<file path="config.mk">
export PLATFORM = sky130hd
export DESIGN_NAME = frac_n_pll_register_builder_top
export DESIGN_NICKNAME = d
export VERILOG_FILES = /design/src/sv/fnpll_pkg.sv /design/src/sv/frac_n_pll_register_builder_top.sv /design/src/sv/fnpll_div.sv
export SDC_FILE = /design/constraint.sdc
export NUM_CORES = 1
export LEC_CHECK = 0
export ABC_AREA = 1
export BUFFER_PORTS_ARGS = -buffer_cell sky130_fd_sc_hd__buf_2
export CAP_MARGIN = 20
export CORE_ASPECT_RATIO = 1.2
export CORE_MARGIN = 2
export CORE_UTILIZATION = 64
export DETAILED_ROUTE_END_ITERATION = 8
export GPL_ROUTABILITY_DRIVEN = 0
export PLACE_DENSITY = 0.85
export SYNTH_ARGS = -nofsm -noshare
export SYNTH_HDL_FRONTEND = slang
export SYNTH_SLANG_ARGS = --single-unit
</file>
<file path="constraint.sdc">
create_clock -name clk_i -period 5 [get_ports clk_i]
set_input_delay 0.75 -clock clk_i [delete_from_list [all_inputs] [get_ports clk_i]]
set_output_delay 0.75 -clock clk_i [all_outputs]
set_load 0.01 [all_outputs]
</file>
<file path="src/sv/fnpll_pkg.sv">
// ----------------------------------------------------------------------------
// Fractional-N PLL register builder package
// Shared types, register codes and constant words for the register builder.
// ----------------------------------------------------------------------------
`default_nettype none

package fnpll_pkg;

  localparam int unsigned WordW   = 32;
  localparam int unsigned NumWords = 6;
  localparam int unsigned IdxW    = 3;
  localparam int unsigned StepsW  = 28;
  localparam int unsigned ModW    = 12;
  localparam int unsigned RCntW   = 10;
  localparam int unsigned DivLogW = 3;
  localparam int unsigned IntW    = 16;
  localparam int unsigned CfgIdxW = 3;
  localparam int unsigned CfgDataW = 12;
  localparam int unsigned DivCntW = $clog2(StepsW);

  // Power-on default words, index 5 first.
  localparam logic [NumWords-1:0][WordW-1:0] DefaultWords = {
    32'h0058_0005, 32'h00EC_803C, 32'h0004_04B3,
    32'h0001_0E42, 32'h0000_8029, 32'h002C_8018
  };

  localparam logic [WordW-1:0] W0IntMask  = 32'h7FFF_8000;
  localparam logic [WordW-1:0] W0FracMask = 32'h0000_7FF8;
  localparam logic [WordW-1:0] W1ModMask  = 32'h0000_7FF8;
  localparam logic [WordW-1:0] W2RMask    = 32'h00FF_C000;
  localparam logic [WordW-1:0] W2Doubler  = 32'h0200_0000;
  localparam logic [WordW-1:0] W2Half     = 32'h0100_0000;
  localparam logic [WordW-1:0] W4DivMask  = 32'h0070_0000;

  localparam logic [ModW-1:0] ModulusRst  = 12'd5;
  localparam logic [RCntW-1:0] RCntRst    = 10'd4;
  localparam logic [DivLogW-1:0] DivLogRst = 3'd6;

  typedef enum logic [1:0] {
    MODE_RESTORE = 2'd0,
    MODE_CLOCK   = 2'd1,
    MODE_FREQ    = 2'd2
  } mode_e;

  typedef enum logic [CfgIdxW-1:0] {
    CFG_MODULUS    = 3'd0,
    CFG_R_COUNTER  = 3'd1,
    CFG_REF_DOUBLE = 3'd2,
    CFG_REF_HALF   = 3'd3,
    CFG_OUT_DIV    = 3'd4
  } cfg_idx_e;

  typedef enum logic [1:0] {
    ST_IDLE = 2'd0,
    ST_DIV  = 2'd1,
    ST_EMIT = 2'd2
  } state_e;

  typedef struct packed {
    logic [1:0]        mode;
    logic [StepsW-1:0] frequency_steps;
  } in_beat_t;

  typedef struct packed {
    logic [IdxW-1:0]   reg_index;
    logic [WordW-1:0]  reg_word;
    logic [StepsW-1:0] achieved_steps;
    logic              clipped;
    logic              last;
  } out_beat_t;

  // Result of the serial divider, valid in the cycle that done is high.
  typedef struct packed {
    logic              done;
    logic [StepsW-1:0] quot;
    logic [ModW-1:0]   rem;
  } div_res_t;

endpackage

`default_nettype wire

</file>
<file path="src/sv/frac_n_pll_register_builder_top.sv">
// ----------------------------------------------------------------------------
// Fractional-N PLL register builder
// Keeps the six shadow words of a fractional-N synthesizer and emits the
// words to be shifted into the device for each command beat.
// ----------------------------------------------------------------------------
// Usage: a command beat on the input channel (valid/ready) carries a mode
// and a frequency in resolution steps. Mode 0 restores the default words and
// emits words 5 down to 0; mode 1 merges the clock settings and emits words
// 4, 2, 1 and 0; mode 2 divides the step count by the modulus and emits
// words 1 and 0 together with the achieved step count. Mode 3 is accepted
// and dropped. The configuration port is a plain write port that takes one
// register per cycle; the user must write it only while the block is idle,
// which the block itself does not enforce. Throughput: one command is
// handled at a time. Modes 0 and 1 go straight to the emit state; mode 2
// first runs the serial divider, one quotient bit per cycle, and emits once
// the quotient is complete. Thereafter one result beat leaves per cycle
// while the receiver keeps ready high, and a new command is taken in the
// cycle after the last beat has been loaded into the output register.
// A stalled receiver simply holds the output register; the sequencer waits.
// Reset returns the shadow words and the configuration registers to their
// power-on values and empties the output register.
// ----------------------------------------------------------------------------
`default_nettype none

module frac_n_pll_register_builder_top (
  input  wire                                clk_i,
  input  wire                                rst_ni,
  input  wire                                in_valid_i,
  output logic                               in_ready_o,
  input  fnpll_pkg::in_beat_t                in_data_i,
  output logic                               out_valid_o,
  input  wire                                out_ready_i,
  output fnpll_pkg::out_beat_t               out_data_o,
  input  wire                                cfg_we_i,
  input  wire  [fnpll_pkg::CfgIdxW-1:0]      cfg_idx_i,
  input  wire  [fnpll_pkg::CfgDataW-1:0]     cfg_data_i
);
  import fnpll_pkg::*;

  // Configuration registers.
  logic [ModW-1:0]    modulus_q;
  logic [RCntW-1:0]   r_counter_q;
  logic               ref_doubler_q;
  logic               ref_half_q;
  logic [DivLogW-1:0] out_div_log2_q;

  // Shadow words of the synthesizer.
  logic [NumWords-1:0][WordW-1:0] shadow_q;

  // Command sequencing.
  state_e            state_q, state_d;
  logic [1:0]        mode_q;
  logic [StepsW-1:0] steps_q;
  logic [IdxW-1:0]   idx_q;
  logic [StepsW-1:0] achieved_q;
  logic              clipped_q;

  // Output register.
  logic      out_valid_q;
  out_beat_t out_data_q;

  logic      in_acc;
  logic      out_load;
  logic      last_word;
  logic      div_start;
  div_res_t  div_res;

  // Saturation handling of the division result.
  logic [ModW-1:0]   mod_eff;
  logic              clip;
  logic [IntW-1:0]   int_val;
  logic [ModW-1:0]   frac_val;
  logic [StepsW-1:0] achieved_val;
  logic [StepsW-1:0] mod_shifted;

  assign in_ready_o  = (state_q == ST_IDLE);
  assign in_acc      = in_valid_i && in_ready_o;
  assign out_load    = (state_q == ST_EMIT) && (!out_valid_q || out_ready_i);
  assign last_word   = (idx_q == '0);
  assign div_start   = in_acc && (in_data_i.mode == MODE_FREQ);
  assign out_valid_o = out_valid_q;
  assign out_data_o  = out_data_q;

  fnpll_div u_div (
    .clk_i      (clk_i),
    .rst_ni     (rst_ni),
    .start_i    (div_start),
    .dividend_i (in_data_i.frequency_steps),
    .divisor_i  (modulus_q),
    .res_o      (div_res)
  );

  // When INT saturates, INT * m + (m - 1) collapses to m * 2^16 - 1.
  assign mod_eff      = (modulus_q == '0) ? ModW'(1) : modulus_q;
  assign clip         = |div_res.quot[StepsW-1:IntW];
  assign int_val      = clip ? {IntW{1'b1}} : div_res.quot[IntW-1:0];
  assign frac_val     = clip ? (mod_eff - 1'b1) : div_res.rem;
  assign mod_shifted  = {mod_eff, {IntW{1'b0}}};
  assign achieved_val = clip ? (mod_shifted - 1'b1) : steps_q;

  always_comb begin
    state_d = state_q;
    case (state_q)
      ST_IDLE: begin
        if (in_acc) begin
          case (in_data_i.mode)
            MODE_RESTORE: state_d = ST_EMIT;
            MODE_CLOCK:   state_d = ST_EMIT;
            MODE_FREQ:    state_d = ST_DIV;
            default:      state_d = ST_IDLE;
          endcase
        end
      end
      ST_DIV: begin
        if (div_res.done) begin
          state_d = ST_EMIT;
        end
      end
      ST_EMIT: begin
        if (out_load && last_word) begin
          state_d = ST_IDLE;
        end
      end
      default: state_d = ST_IDLE;
    endcase
  end

  always_ff @(posedge clk_i or negedge rst_ni) begin
    if (!rst_ni) begin
      state_q <= ST_IDLE;
    end else begin
      state_q <= state_d;
    end
  end

  always_ff @(posedge clk_i or negedge rst_ni) begin
    if (!rst_ni) begin
      modulus_q      <= ModulusRst;
      r_counter_q    <= RCntRst;
      ref_doubler_q  <= 1'b0;
      ref_half_q     <= 1'b0;
      out_div_log2_q <= DivLogRst;
    end else if (cfg_we_i) begin
      case (cfg_idx_i)
        CFG_MODULUS:    modulus_q      <= cfg_data_i[ModW-1:0];
        CFG_R_COUNTER:  r_counter_q    <= cfg_data_i[RCntW-1:0];
        CFG_REF_DOUBLE: ref_doubler_q  <= cfg_data_i[0];
        CFG_REF_HALF:   ref_half_q     <= cfg_data_i[0];
        CFG_OUT_DIV:    out_div_log2_q <= cfg_data_i[DivLogW-1:0];
        default: ;
      endcase
    end
  end

  // Shadow words and the per-command fields that ride along with each beat.
  always_ff @(posedge clk_i or negedge rst_ni) begin
    if (!rst_ni) begin
      shadow_q   <= DefaultWords;
      mode_q     <= MODE_RESTORE;
      idx_q      <= '0;
      achieved_q <= '0;
      clipped_q  <= 1'b0;
    end else begin
      if (in_acc) begin
        mode_q     <= in_data_i.mode;
        achieved_q <= '0;
        clipped_q  <= 1'b0;
        case (in_data_i.mode)
          MODE_RESTORE: begin
            shadow_q <= DefaultWords;
            idx_q    <= IdxW'(5);
          end
          MODE_CLOCK: begin
            shadow_q[4] <= (shadow_q[4] & ~W4DivMask)
                         | {9'd0, out_div_log2_q, 20'd0};
            shadow_q[2] <= (shadow_q[2] & ~(W2Doubler | W2Half | W2RMask))
                         | {6'd0, ref_doubler_q, ref_half_q, r_counter_q, 14'd0};
            shadow_q[1] <= (shadow_q[1] & ~W1ModMask)
                         | {17'd0, modulus_q, 3'd0};
            idx_q       <= IdxW'(4);
          end
          MODE_FREQ: begin
            idx_q <= IdxW'(1);
          end
          default: ;
        endcase
      end else if (div_res.done) begin
        shadow_q[0] <= (shadow_q[0] & ~(W0IntMask | W0FracMask))
                     | {1'b0, int_val, frac_val, 3'd0};
        achieved_q  <= achieved_val;
        clipped_q   <= clip;
      end else if (out_load && !last_word) begin
        // Clock mode skips word 3; every other sequence counts down.
        if (mode_q == MODE_CLOCK && idx_q == IdxW'(4)) begin
          idx_q <= IdxW'(2);
        end else begin
          idx_q <= idx_q - 1'b1;
        end
      end
    end
  end

  always_ff @(posedge clk_i) begin
    if (in_acc) begin
      steps_q <= in_data_i.frequency_steps;
    end
  end

  always_ff @(posedge clk_i or negedge rst_ni) begin
    if (!rst_ni) begin
      out_valid_q <= 1'b0;
    end else if (out_load) begin
      out_valid_q <= 1'b1;
    end else if (out_ready_i) begin
      out_valid_q <= 1'b0;
    end
  end

  always_ff @(posedge clk_i) begin
    if (out_load) begin
      out_data_q.reg_index      <= idx_q;
      out_data_q.reg_word       <= shadow_q[idx_q];
      out_data_q.achieved_steps <= achieved_q;
      out_data_q.clipped        <= clipped_q;
      out_data_q.last           <= last_word;
    end
  end

endmodule

`default_nettype wire

</file>
<file path="src/sv/fnpll_div.sv">
// ----------------------------------------------------------------------------
// Fractional-N PLL serial divider
// Restoring divider retiring one quotient bit per cycle.
// ----------------------------------------------------------------------------
`default_nettype none

module fnpll_div (
  input  wire                          clk_i,
  input  wire                          rst_ni,
  input  wire                          start_i,
  input  wire  [fnpll_pkg::StepsW-1:0] dividend_i,
  input  wire  [fnpll_pkg::ModW-1:0]   divisor_i,
  output fnpll_pkg::div_res_t          res_o
);
  import fnpll_pkg::*;

  logic               busy_q;
  logic               done_q;
  logic [DivCntW-1:0] cnt_q;
  logic [StepsW-1:0]  num_q;
  logic [ModW-1:0]    rem_q;
  logic [ModW-1:0]    div_q;

  logic [ModW:0]      trial;
  logic [ModW:0]      diff;
  logic               ge;

  // The dividend shifts out at the top while quotient bits shift in below.
  assign trial = {rem_q, num_q[StepsW-1]};
  assign ge    = trial >= {1'b0, div_q};
  assign diff  = trial - {1'b0, div_q};

  always_ff @(posedge clk_i or negedge rst_ni) begin
    if (!rst_ni) begin
      busy_q <= 1'b0;
      done_q <= 1'b0;
      cnt_q  <= '0;
    end else begin
      done_q <= 1'b0;
      if (start_i) begin
        busy_q <= 1'b1;
        cnt_q  <= DivCntW'(StepsW - 1);
      end else if (busy_q) begin
        cnt_q <= cnt_q - 1'b1;
        if (cnt_q == '0) begin
          busy_q <= 1'b0;
          done_q <= 1'b1;
        end
      end
    end
  end

  always_ff @(posedge clk_i) begin
    if (start_i) begin
      num_q <= dividend_i;
      rem_q <= '0;
      div_q <= (divisor_i == '0) ? ModW'(1) : divisor_i;
    end else if (busy_q) begin
      num_q <= {num_q[StepsW-2:0], ge};
      rem_q <= ge ? diff[ModW-1:0] : trial[ModW-1:0];
    end
  end

  assign res_o.done = done_q;
  assign res_o.quot = num_q;
  assign res_o.rem  = rem_q;

endmodule

`default_nettype wire

</file>
==> key figures, run 1 <==
Status
  – Run status: completed

Critical path
  – CP top delay family: simple AND/OR/NAND/NOR gates
  – Startpoint Class: flip-flop
  – Largest stage delay on the critical path: between 500 and 600 ps
  – Crit Path Class: reg -> reg
  – Reg2reg end: achieved_q[26]
  – Slowest cell on crit path: dfstp_2
  – Most frequent cell on the critical path: nand2_1
  – R2R depth: 14
  – Critical Path RT: about 5400 ps
  – WP data arrival: around 3200 ps
  – CP Capture Type: flip-flop
  – Worst reg2reg startpoint: modulus_q[2]
  – Worst Path Buf+Inv: 2
  – FF-to-FF setup slack: around 2300 ps
  – CP max FO: 5
  – Worst-path cell chain: inv_1, nand2_1, nor2_1, a21oi_1, ha_1, nand2_1, nor2_1, nand3_1, inv_1, nand2_1, nand2_1, nand3_1, o211ai_1, nand2_1

Power
  – Pwr/cell area: 624 nW/um^2
  – Leakage power: 6.17 nW
  – Internal power: roughly 5.3 mW
  – Max VDD drop: about 0.37 mV
  – NetSw: around 3.0 mW
  – Comb power frac: 0.306
  – Sequential power share: 0.465
  – Switching share of power: 0.360
  – PnR Total Power: about 8.3 mW
  – Clock network fraction of design power: 0.229

Clock tree
  – TritonCTS clock tree: done
  – Max clock buf depth: 3
  – Worst skew pair latency: roughly 540 ps
  – Post CTS Setup Buffer Count: 0
  – Clock sinks: between 200 and 300
  – Hold-fix buffers, CTS: 0
  – Root Driver: clkbuf_16
  – Total CTS buffers: 25
  – CTS resizes: 0
  – H-tree lvl count: 1
  – Reg clk slew, reported paths: ~60 ps

Worst hold path
  – Hold Path Class: in -> async

Final layout
  – N_diodes: 0
  – Area grow syn2layout: 12.9%
  – Util after Layout: 0.735
  – Share of cells above drive strength 1: 0.165
  – Fill count: ~1200
  – Post-layout nets: 1350

Floorplan
  – Die height: ~150 um
  – I/O pin cnt: ~120
  – Initial Util: 0.651
  – Die ar.: approximately 20000 um^2
  – Die width: roughly 130 um
  – Core area: 18100 um^2
  – Row count: 54

Yosys
  – Post-synthesis sequential area ratio: 0.631
  – Largest family of logic cells by synthesized area: simple AND/OR/NAND/NOR gates
  – Area leader, netlist: edfxtp_1
  – Mapped Area: about 12000 um^2
  – Area contributors post-synth: edfxtp_1 34%, dfrtp_1 23%, nand2_1 9.9%
  – Cell with the most instances after synthesis: nand2_1
  – Most frequent cells after synthesis: 310 x nand2_1, 133 x edfxtp_1, 131 x inv_1
  – EDFF count, synth: 133
  – Yosys top cell area share: 0.339
  – Ys flop type: edfxtp_1
  – Net Count, Synth: approximately 1300
  – Distinct cells, synth: 50
  – Compound-cell area share of the yosys netlist: 0.0858
  – Ys Warns: 0
  – XOR/XNOR share of the synthesized area: 0.00594
  – Mux cell area share after synthesis: 0
  – Mapped Cells: between 1000 and 1500
  – Post-Synth Simple-Gate Area: 0.191
  – Synthesized area per cell: 9.96 um^2
  – Ys async rst share: 0.467
  – Register bit total from synthesis: between 200 and 300
  – Post-Synth Adder-Cell Area: 0.0208

Global routing
  – Largest net degree at the start of global routing: 66
  – First-pass GRT wire length: 44.5 mm
  – Global Route Usage Sum: 0.292
  – Vias in the first global route: 8636
  – Congestion Overflow GR: 0
  – Initial antenna violation count: 0

STA
  – Max Freq: about 360 MHz
  – Period utilization: 0.548
  – Final slew viol count: 0
  – Final setup viols: 0
  – Hold_ws: 217 ps
  – Clk_skew: slightly above 10 ps
  – RSZ-0062 raised after global routing: no
  – Slew margin rel.: 0.422
  – Min Tclk post-route: ~2700 ps
  – Fin. Hold Viols: 0
  – Total negative slack: 0 ps
  – Fin worst setup slack: between 2000 and 2500 ps
  – Worst slew pin tran: 867 ps

Routing
  – Final WL: around 28 mm
  – Vias per inst: 5.88
  – DRT Pass-1 Iters: 5
  – WL/cell: around 19 um
  – Total number of vias: a little under 9000
  – DR iter-0 viols: around 1000
  – DRC errors left: 0
  – Post-route ant nets: 0

Placed design
  – HPWL after detailed placement: between 15 and 20 mm
  – Setup WS pre-CTS: between 1500 and 2000 ps
  – Port-buffer cells: roughly 120

Job
  – MaxCap Viol Count: 0
==> power groups by stage <==
stage	combinational (mW)	sequential [mW]	clock (mW)
final	2.54	3.86	1.90
after global routing	2.84	3.93	1.99
after CTS	2.49	3.85	1.89
after detailed placement	2.44	3.87	0
after global placement	2.34	3.84	0
after floorplan	1.66	3.82	0
==> registers in the layout (all words and copies together) (netlist names), 2 cells and up <==
name,cells
out_data_o,65
shadow_q,56
achieved_q,28
steps_q,28
u_div.num_q,28
modulus_q,12
u_div.div_q,12
u_div.rem_q,12
r_counter_q,10
u_div.cnt_q,5
idx_q,3
out_div_log2_q,3
mode_q,2
state_q,2
==> placed cells by master (no fill, tap or decap), types with 10 or more instances in the layout <==
cell type	Yosys	routed
nand2_1	310	310
edfxtp_1	133	133
inv_1	131	130
buf_2	18	115
o21ai_0	110	110
dfrtp_1	110	110
nor2_1	82	81
nand3_1	71	71
clkbuf_16	0	25
a21oi_1	22	22
nand4_1	18	18
ha_1	18	18
dfstp_2	17	17
dfxtp_1	12	12
o22ai_1	11	11
clkbuf_1	26	10
==> per-layer routing <==
| metal | GRT usage | up-vias | wire (um) | share of wire |
|---|---|---|---|---|
| met5 | 0 | - | 0 | 0 |
| met4 | 0.152 | 0 | 1760 | 0.062 |
| met3 | 0.0358 | 126 | 2030 | 0.072 |
| met2 | 0.481 | 494 | 13700 | 0.48 |
| met1 | 0.381 | 4220 | 10800 | 0.38 |
| li1 | - | 4115 | - | - |
==> layout make-up <==
cell class / instances / area [um^2] / share of cell area
clock inverter: 5 / 70.1 / 0.00527
inverter: 139 / 524 / 0.0394
clock buffer: 41 / 746 / 0.0561
tap: 224 / 280 / 0.0211
sequential: 272 / 7430 / 0.559
timing repair buffer: 123 / 663 / 0.0498
multi-input combinational: 720 / 3590 / 0.270
==> stage by stage <==
step	cell area, um^2	instances
floorplan	11800	1183
global placement	12400	1476
detailed placement	12400	1476
CTS	13300	1522
global route	13300	1524
finish	13300	1524
==> worst max-delay path by stage <==
stage,startpoint,endpoint,slack [ps],depth (start not counted)
final,modulus_q[2],achieved_q[26],2260,14
after global routing,state_q[0],shadow_q[10],2040,8
after CTS,state_q[1],shadow_q[26],2290,6
after detailed placement,in_valid_i,shadow_q[10],1930,8
after global placement,in_valid_i,shadow_q[10],1990,8
after floorplan,out_ready_i,out_data_o[0],2370,4
==> kinds of logic after synthesis <==
| kind of cell | after synthesis |
|---|---|
| AND/OR/NAND/NOR | 515 |
| flip-flops | 272 |
| buffers and inverters | 191 |
| AO/OA/AOI/OAI | 177 |
| adder cells (fa/ha/maj) | 19 |
| XOR/XNOR | 8 |
| other | 1 |
Power figures use the tool's default switching activity.
==> inputs of run 2 (changes only) <==
--- a/config.mk
+++ b/config.mk
@@ -10,10 +10,10 @@
 export CAP_MARGIN = 20
 export CORE_ASPECT_RATIO = 1.2
 export CORE_MARGIN = 2
-export CORE_UTILIZATION = 64
+export CORE_UTILIZATION = 59
 export DETAILED_ROUTE_END_ITERATION = 8
 export GPL_ROUTABILITY_DRIVEN = 0
-export PLACE_DENSITY = 0.85
+export PLACE_DENSITY = 0.8
 export SYNTH_ARGS = -nofsm -noshare
 export SYNTH_HDL_FRONTEND = slang
 export SYNTH_SLANG_ARGS = --single-unit
==> constraint.sdc (replaced) <==
create_clock -name clk_i -period 2.85 [get_ports clk_i]
set_input_delay 0.4275 -clock clk_i [delete_from_list [all_inputs] [get_ports clk_i]]
set_output_delay 0.4275 -clock clk_i [all_outputs]
set_load 0.01 [all_outputs]
==> key figures, run 2 (synthesis results as in run 1) <==
STA
  – Min Tclk post-route: 2350 ps (was 2740 ps)
  – Slew margin rel.: 0.518 (was 0.422)
  – Worst slew pin tran: 722 ps (was 867 ps)
  – Total negative slack: 0 ps (unchanged)
  – Clk_skew: 18.2 ps (was 10.2 ps)
  – Period utilization: 0.826 (was 0.548)
  – RSZ-0062 raised after global routing: no (unchanged)
  – Final setup viols: 0 (unchanged)
  – Max Freq: 425 MHz (was 365 MHz)
  – Final slew viol count: 0 (unchanged)
  – Fin. Hold Viols: 0 (unchanged)

Global routing
  – Initial antenna violation count: 0 (unchanged)
  – Global Route Usage Sum: 0.279 (was 0.292)
  – Largest net degree at the start of global routing: 54 (was 66)
  – Congestion Overflow GR: 0 (unchanged)
  – First-pass GRT wire length: 46.3 mm (was 44.5 mm)
  – Vias in the first global route: 8902 (was 8636)

Final layout
  – Share of cells above drive strength 1: 0.174 (was 0.165)
  – Register area: 7430 um^2 (unchanged)
  – Area of the multi-input gates: 3590 um^2 (unchanged)
  – Area grow syn2layout: 14.8% (was 12.9%)
  – Fill count: 1375 (was 1180)
  – Final cell count without fillers: 1574 (was 1524)
  – Largest register FFs: 65 (unchanged)
  – Post-layout nets: 1362 (was 1350)
  – N_diodes: 0 (unchanged)
  – Most frequent cells in the layout: 310 x nand2_1, 133 x edfxtp_1, 130 x inv_1 (unchanged)
  – Most common cell after layout, fill and taps aside: nand2_1 (unchanged)

Routing
  – DRT Pass-1 Iters: 6 (was 5)
  – Post-route ant nets: 0 (unchanged)
  – DRC errors left: 0 (unchanged)
  – Vias per inst: 5.67 (was 5.88)
  – DR iter-0 viols: 1068 (was 1009)
  – WL/cell: 18.3 um (was 18.5 um)
  – Total number of vias: 8932 (was 8955)
  – Final WL: 28.8 mm (was 28.2 mm)

Job
  – MaxCap Viol Count: 0 (unchanged)

Floorplan
  – Die ar.: 21100 um^2 (was 19500 um^2)
  – Die height: 159 um (was 153 um)
  – Core area: 19500 um^2 (was 18100 um^2)
  – I/O pin cnt: 117 (unchanged)
  – Row count: 56 (was 54)
  – Die width: 133 um (was 128 um)
  – Initial Util: 0.603 (was 0.651)

Power
  – Max VDD drop: 0.747 mV (was 0.369 mV)
  – Leakage power: 6.28 nW (was 6.17 nW)
  – Pwr/cell area: 1100 nW/um^2 (was 624 nW/um^2)
  – PnR Total Power: 14.9 mW (was 8.30 mW)

Critical path
  – Worst Path Buf+Inv: 0 (was 2)
  – Largest stage delay on the critical path: 460 ps (was 580 ps)
  – Most frequent cell on the critical path: nand2_1 (unchanged)
  – CP Capture Type: flip-flop (unchanged)
  – CP top delay family: simple AND/OR/NAND/NOR gates (unchanged)
  – Slowest cell on crit path: dfrtp_1 (was dfstp_2)
  – WP data arrival: 2750 ps (was 3170 ps)
  – Worst-path cell chain: nor2_1, nand2_1, nor2_1, a21oi_1, ha_1, nand2_1, nor2_1, nand2_1, xor2_1, nand2_1, nand2_1, o21ai_0 (was inv_1, nand2_1, nor2_1, a21oi_1, ha_1, nand2_1, nor2_1, nand3_1, inv_1, nand2_1, nand2_1, nand3_1, o211ai_1, nand2_1)
  – Startpoint Class: flip-flop (unchanged)
  – Critical Path RT: 3240 ps (was 5420 ps)
  – Crit Path Class: reg -> reg (unchanged)
  – CP max FO: 5 (unchanged)

Clock tree
  – H-tree lvl count: 1 (unchanged)
  – Total CTS buffers: 26 (was 25)
  – Post CTS Setup Buffer Count: 0 (unchanged)
  – Worst skew pair latency: 540 ps (about the same)
  – Max clock buf depth: 3 (unchanged)
  – TritonCTS clock tree: done (unchanged)
  – Root Driver: clkbuf_16 (unchanged)
  – Reg clk slew, reported paths: 60 ps (about the same)
  – Clock sinks: 272 (unchanged)

Worst hold path
  – Hold Path Class: in -> reg (was in -> async)

Placed design
  – Port-buffer cells: 116 (unchanged)
  – HPWL after detailed placement: 19.8 mm (was 18.8 mm)
  – Placed cells: 1525 (was 1476)

Status
  – Run status: completed (unchanged)
run 2: changes by cell type in the layout (fill, tap and decap cells not counted), moves of 3 or more:
cell and delta:
clkbuf_8 -4, clkbuf_1 -6, clkinv_4 +3, bufinv_16 +3, buf_4 +10, clkinv_1 +3
run 2: area by class of cell:
class | instances | share of cell area
flip-flops and latches | 272 | 0.550
multi-input cells | 720 | 0.265
repair buffers | 134 | 0.0551
clock buffers | 33 | 0.0531
inverters | 139 | 0.0388
well taps | 261 | 0.0241
clock inverters | 15 | 0.0142
run 2: per-layer routing:
| metal | wire (um) | track usage |
|---|---|---|
| met1 | 10600 | 0.352 |
| met2 | 14800 | 0.482 |
| met3 | 1960 | 0.0329 |
| met4 | 1350 | 0.129 |
| met5 | 0 | 0 |
run 2: power breakdown:
| part | switching [mW] | total [mW] | internal, mW |
|---|---|---|---|
| Combinational | 3.04 | 4.59 | 1.55 |
| Sequential | 0.765 | 6.68 | 5.91 |
| Clock | 1.47 | 3.62 | 2.16 |
| Total | 5.27 | 14.9 | 9.63 |
run 2: what timing repair did:
| item | in CTS | in global routing |
|---|---|---|
| endpoints found under the hold margin | 37 | 0 |
| hold buffers | 1 | 0 |
| gates resized for setup | 0 | 0 |
run 2: worst paths after layout:
kind,cells past startpoint,slack (ps),start,endpoint
max,12,500,modulus_q[9],achieved_q[22]
min,1,90,in_data_i[23],steps_q[23]
max reg2reg,12,500,modulus_q[9],achieved_q[22]
min reg2reg,0,450,achieved_q[14],out_data_o[16]
max in group asynchronous,3,1590,rst_ni,shadow_q[3]
min in group asynchronous,2,470,rst_ni,r_counter_q[3]
run 2: worst reg2reg max path: stages (launching register included):
cell and delay, ps:
dfrtp_1 460, nor2_1 290, nand2_1 100, nor2_1 200, a21oi_1 170, ha_1 250
nand2_1 120, nor2_1 80, nand2_1 90, xor2_1 150, nand2_1 70, nand2_1 130
o21ai_0 110
run 2: metrics by stage:
| step | hold WS [ps] | worst slack (ps) | utilization | instance area, um^2 |
|---|---|---|---|---|
| finish | 95.0 | 497 | 0.692 | 13500 |
| global route | 90.2 | 241 | 0.692 | 13500 |
| CTS | 83.9 | 553 | 0.692 | 13500 |
| detailed placement | 434 | 623 | 0.645 | 12600 |
| global placement | 429 | 751 | 0.645 | 12600 |
| floorplan | 132 | 512 | - | 11800 |
